File: config.mk
export PLATFORM = sky130hd
export DESIGN_NAME = tft_table
export DESIGN_NICKNAME = d
export VERILOG_FILES = /design/src/rtl/assert_macros.svh /design/src/rtl/tft_pkg.sv /design/src/rtl/tft_table.sv
export SDC_FILE = /design/constraint.sdc
export NUM_CORES = 2
export LEC_CHECK = 0
export BUFFER_PORTS_ARGS = -buffer_cell sky130_fd_sc_hd__clkbuf_2
export CAP_MARGIN = 20
export CELL_PAD_IN_SITES_DETAIL_PLACEMENT = 0
export CELL_PAD_IN_SITES_GLOBAL_PLACEMENT = 1
export CORE_UTILIZATION = 25
export DETAILED_ROUTE_END_ITERATION = 6
export GPL_TIMING_DRIVEN = 0
export HOLD_SLACK_MARGIN = 0.15
export PLACE_DENSITY = 0.45
export SKIP_LAST_GASP = 1
export SLEW_MARGIN = 20
export SYNTH_ARGS = -nofsm -noshare
export SYNTH_HDL_FRONTEND = slang
export SYNTH_MEMORY_MAX_BITS = 65536
export SYNTH_SLANG_ARGS = --single-unit
export TNS_END_PERCENT = 30
File: constraint.sdc
create_clock -name aclk -period 26.6 [get_ports aclk]
set_input_delay 5.32 -clock aclk [delete_from_list [all_inputs] [get_ports aclk]]
set_output_delay 5.32 -clock aclk [all_outputs]
set_load 0.05 [all_outputs]
File: src/rtl/assert_macros.svh
// Assertion helpers for the flow tracker, clocked on aclk, disabled in reset
`ifndef ASSERT_MACROS_SVH
`define ASSERT_MACROS_SVH

// Property holds in the same cycle as its trigger
`define TFT_ASSERT_NOW(label, trig, cond, msg) \
    label: assert property (@(posedge aclk) disable iff (!aresetn) (trig) |-> (cond)) \
        else $error(msg);

// Property holds in the cycle after its trigger
`define TFT_ASSERT_NEXT(label, trig, cond, msg) \
    label: assert property (@(posedge aclk) disable iff (!aresetn) (trig) |=> (cond)) \
        else $error(msg);

`endif

File: src/rtl/tft_pkg.sv
// ----------------------------------------------------------------------------
// tft_pkg
// Types, codes and reset values shared by the TCP flow tracker modules.
// ----------------------------------------------------------------------------
`default_nettype none

package tft_pkg;

    localparam int FLOW_ENTRIES_DEF = 32;
    localparam int SLOT_W = 6;
    localparam int CFG_IDX_W = 3;
    localparam int CFG_W = 16;
    localparam int IN_DATA_W = 136;
    localparam int OUT_DATA_W = 112;
    localparam int OUT_PAD_W = 6;

    // flow states
    localparam logic [1:0] ST_HALF = 2'd0;
    localparam logic [1:0] ST_FULL = 2'd1;
    localparam logic [1:0] ST_RST  = 2'd2;
    localparam logic [1:0] ST_FIN  = 2'd3;

    // result kinds
    localparam logic EV_EVICT = 1'b0;
    localparam logic EV_PROC  = 1'b1;

    // register indexes
    localparam logic [CFG_IDX_W-1:0] REG_HALF_TIMEOUT   = 3'd0;
    localparam logic [CFG_IDX_W-1:0] REG_FULL_TIMEOUT   = 3'd1;
    localparam logic [CFG_IDX_W-1:0] REG_RST_TIMEOUT    = 3'd2;
    localparam logic [CFG_IDX_W-1:0] REG_FIN_TIMEOUT    = 3'd3;
    localparam logic [CFG_IDX_W-1:0] REG_CHECK_INTERVAL = 3'd4;

    localparam logic [CFG_W-1:0] HALF_TIMEOUT_RST   = 16'd60;
    localparam logic [CFG_W-1:0] FULL_TIMEOUT_RST   = 16'd300;
    localparam logic [CFG_W-1:0] RST_TIMEOUT_RST    = 16'd10;
    localparam logic [CFG_W-1:0] FIN_TIMEOUT_RST    = 16'd20;
    localparam logic [CFG_W-1:0] CHECK_INTERVAL_RST = 16'd1;

    typedef enum logic [2:0] {
        S_IDLE,
        S_RD,
        S_CHK,
        S_W1,
        S_W2,
        S_FLUSH
    } tft_state_t;

    typedef struct packed {
        logic [31:0] src_addr;
        logic [15:0] src_port;
        logic [31:0] dst_addr;
        logic [15:0] dst_port;
        logic [1:0]  state;
        logic [31:0] time_sec;
    } tft_entry_t;

    typedef struct packed {
        logic              en;
        logic [SLOT_W-1:0] idx;
        tft_entry_t        entry;
    } tft_wr_t;

    typedef struct packed {
        logic              event_kind;
        logic [SLOT_W-1:0] slot;
        logic [31:0]       src_addr;
        logic [15:0]       src_port;
        logic [31:0]       dst_addr;
        logic [15:0]       dst_port;
        logic [1:0]        state;
        logic              created;
        logic              table_full;
    } tft_res_t;

endpackage

`default_nettype wire

File: src/rtl/tft_table.sv
// ----------------------------------------------------------------------------
// tft_table
// Flow table storage: one synchronous memory of entries with a registered
// read port, plus per-slot valid flops that reset clears.
// ----------------------------------------------------------------------------
`default_nettype none

module tft_table #(
    parameter int FLOW_ENTRIES = tft_pkg::FLOW_ENTRIES_DEF
) (
    input  wire logic                        aclk,
    input  wire logic                        aresetn,
    input  wire logic                        rd_en,
    input  wire logic [tft_pkg::SLOT_W-1:0]  rd_idx,
    output tft_pkg::tft_entry_t              rd_entry,
    output logic                             rd_valid,
    input  wire tft_pkg::tft_wr_t            wr,
    input  wire logic                        clr_en,
    input  wire logic [tft_pkg::SLOT_W-1:0]  clr_idx
);
    import tft_pkg::*;

    localparam int IDX_W = (FLOW_ENTRIES > 1) ? $clog2(FLOW_ENTRIES) : 1;

    tft_entry_t             mem [FLOW_ENTRIES];
    logic [FLOW_ENTRIES-1:0] valid_reg;
    tft_entry_t             rd_entry_reg;
    logic                   rd_valid_reg;

    always_ff @(posedge aclk) begin
        if (wr.en) begin
            mem[wr.idx[IDX_W-1:0]] <= wr.entry;
        end
        if (rd_en) begin
            rd_entry_reg <= mem[rd_idx[IDX_W-1:0]];
        end
    end

    always_ff @(posedge aclk) begin
        if (!aresetn) begin
            valid_reg    <= '0;
            rd_valid_reg <= 1'b0;
        end else begin
            if (clr_en) begin
                valid_reg[clr_idx[IDX_W-1:0]] <= 1'b0;
            end
            if (wr.en) begin
                valid_reg[wr.idx[IDX_W-1:0]] <= 1'b1;
            end
            if (rd_en) begin
                rd_valid_reg <= valid_reg[rd_idx[IDX_W-1:0]];
            end
        end
    end

    assign rd_entry = rd_entry_reg;
    assign rd_valid = rd_valid_reg;

endmodule

`default_nettype wire

==> reports/results.txt <==
Status - complete, no violations
Worst setup path class - input port to register
Synth Area in Adders - 0
Post-Synth XOR/XNOR Area - 0
Total number of vias - 73,700
Port Buffers - 274
Max-Cap Viols - 0
Compound-Gate Fraction of Synth Area - 0.00460
# IOs - 284
Multi-input gate area - 32,100 um2
# rows - 296
Pwr/cell area - 75.5 nW/um2
P&R area growth vs syn - 21.9%
Worst hold path type - register to register
Die area - 655,000 um2
Async SR Flop Fraction - 0
Sequential-to-total area share from yosys stat - 0.795
Number of remaining DRC errors - 0
Core footprint - 649,000 um2
Synth Flop Type - edfxtp_1
Worst rel slew slack - 0.230
Proportion of synthesized area in mux cells - 0.187
Starting DRC count in detailed routing - 6,433
DP HPWL - 334,000 um
Crit path DAT - 9.35 ns
CP Capture Type - register
Synth unique cells - 26
Most frequent cells in the layout - 4,290 x edfxtp_1, 1,278 x mux4_2, 481 x clkbuf_16
Worst IR Drop VDD - 0.0000619 V
Final setup vio count - 0
Number of global-route vias before repair - 78,800
Share of post-route cells with drive strength above 1 - 0.371
Setup TNS Final - 0 ns
Initial Util - 0.251
Lkg Pwr - 61.1 nW
Total CTS buffers - 477
Syn_nets - 6,478
Vias per inst - 4.46
Final nets - 7,568
RePlAce Congestion - 0.685
CTS-repair resized insts - 0
RSZ-0062 raised after global routing - false
Yosys warnings - 0
Final worst-path cycle share - 0.318
Mean Syn Cell Area - 25.7 um2
Simple-gate portion of the synthesized area - 0.00411
Dpl cells - 15,600
Most common cell after layout, fill and taps aside - edfxtp_1
First-pass GRT wire length - 665,000 um
Startpoint types - input port
Clock slew at reported path FFs - 0.06 ns
Post-CTS setup buffer count - 0
Post-synth design cell area - 163,000 um2
Initial antenna violation count - 101
Non-filler cells, final - 16,500
FF/Latch Area - 129,000 um2
Final Skew - 0.0707 ns
CTS H-Tree Depth - 5
# fillers - 61,800
Combinational family with the most area after synthesis - multiplexers
Worst Tran Pin Value - 1.15 ns
Hold Vio Cnt, Final - 0
Latest clock arrival within the worst-skew pair - 1.07 ns
Total Wirelength - 488,000 um
Post-synth EDFFs - 4,290
Drt pass-1 iters - 5
CTS tree - built
Die W - 809 um
Seq cells post-synth - 4,323
Largest net degree at the start of global routing - 41
Root Driver - clkbuf_16
Max Fclk - 118 MHz
CTS Sinks - 4,323
Largest register FFs - 4,160
Shortest period the worst path allows - 8.47 ns
Clock buffer depth - 4
Synthesized netlist cell count - 6,325
Wirelength per Cell - 29.6 um
Worst Path Max Fanout - 10
Max Slew Vio Count - 0
Post-route ant nets - 0
Grt total ovfl - 0
Die H - 809 um
Tot GR Track Use - 0.146
Critical Path RT - 27.49 ns
Hold buffers post-CTS - 0
-- final cells by class --
cell class / instances / share of cell area
sequential: 4323 / 0.653
tap: 8642 / 0.0545
clock buffer: 572 / 0.0624
timing repair buffer: 611 / 0.0453
buffer: 320 / 0.00796
inverter: 1 / 0.0000189
multi-input combinational: 1681 / 0.162
clock inverter: 311 / 0.0150
antenna: 45 / 0.000567
-- layer usage --
| metal | wire length [um] | global-route usage |
|---|---|---|
| met2 | 244000 | 0.251 |
| met1 | 206000 | 0.191 |
| met5 | 305 | 0 |
| met3 | 25200 | 0.0265 |
| met4 | 12700 | 0.0369 |
-- cell usage after synthesis, drive strengths merged, types with 2 or more instances --
cell type  instances  area (um2)
a221o             14         140
buf              153         851
clkbuf           167         627
dfxtp             33         661
edfxtp          4290      129000
mux2             117        1320
mux2i             34         340
mux4            1278       28800
nand2             90         338
nand2b             2        12.5
nand3              4        20.0
nand3b            10        75.1
nor2              36         135
nor2b              3        18.8
o21a              64         480
o22ai             17         106
or3                2        12.5
or3b               6        52.6
-- logic make-up (layout without fill, tap and decap cells) --
kind of cell / after synthesis / in the layout
AOI/OAI and AO/OA: 98 / 98
DFF: 4323 / 4323
muxes: 1429 / 1429
other: 0 / 45
buffers and inverters: 321 / 1815
and+or+nand+nor: 154 / 154
-- worst paths after layout --
path,cells past startpoint,end,slack [ns],start
min reg2reg,2,valid_reg[30],0.56,valid_reg[30]
max,7,rd_entry[74],18.14,rd_idx[4]
min,2,valid_reg[30],0.56,valid_reg[30]
max reg2reg,3,rd_entry[63],24.47,mem[4][63]
-- metrics by stage --
| stage | setup slack, ns | util | hold slack, ns | instance area [um2] | power (mW) |
|---|---|---|---|---|---|
| 6_report | 18.14 | 0.306 | 0.559 | 198000 | 15.0 |
| 5_1_grt | 17.98 | 0.306 | 0.582 | 198000 | 15.5 |
| 4_1_cts | 18.01 | 0.305 | 0.559 | 198000 | 15.2 |
| 3_5_place_dp | 16.83 | 0.282 | 0.545 | 183000 | 8.64 |
| 3_3_place_gp | 3.54 | 0.270 | 0.539 | 175000 | 8.62 |
| 2_1_floorplan | 14.56 | - | 0.524 | 163000 | 8.22 |
-- power by group --
group,internal (mW),switching [mW]
Clock,3.71,2.80
Combinational,0.308,0.531
Sequential,7.60,0.0271
Total,11.6,3.36
-- critical path: stages --
cell	delay, ns
buf_2	0.70
buf_2	0.89
buf_2	0.62
nand2_1	0.31
clkbuf_1	0.47
o22ai_1	0.57
a221o_1	0.28
Note: power is estimated with default switching activity, not from simulation.
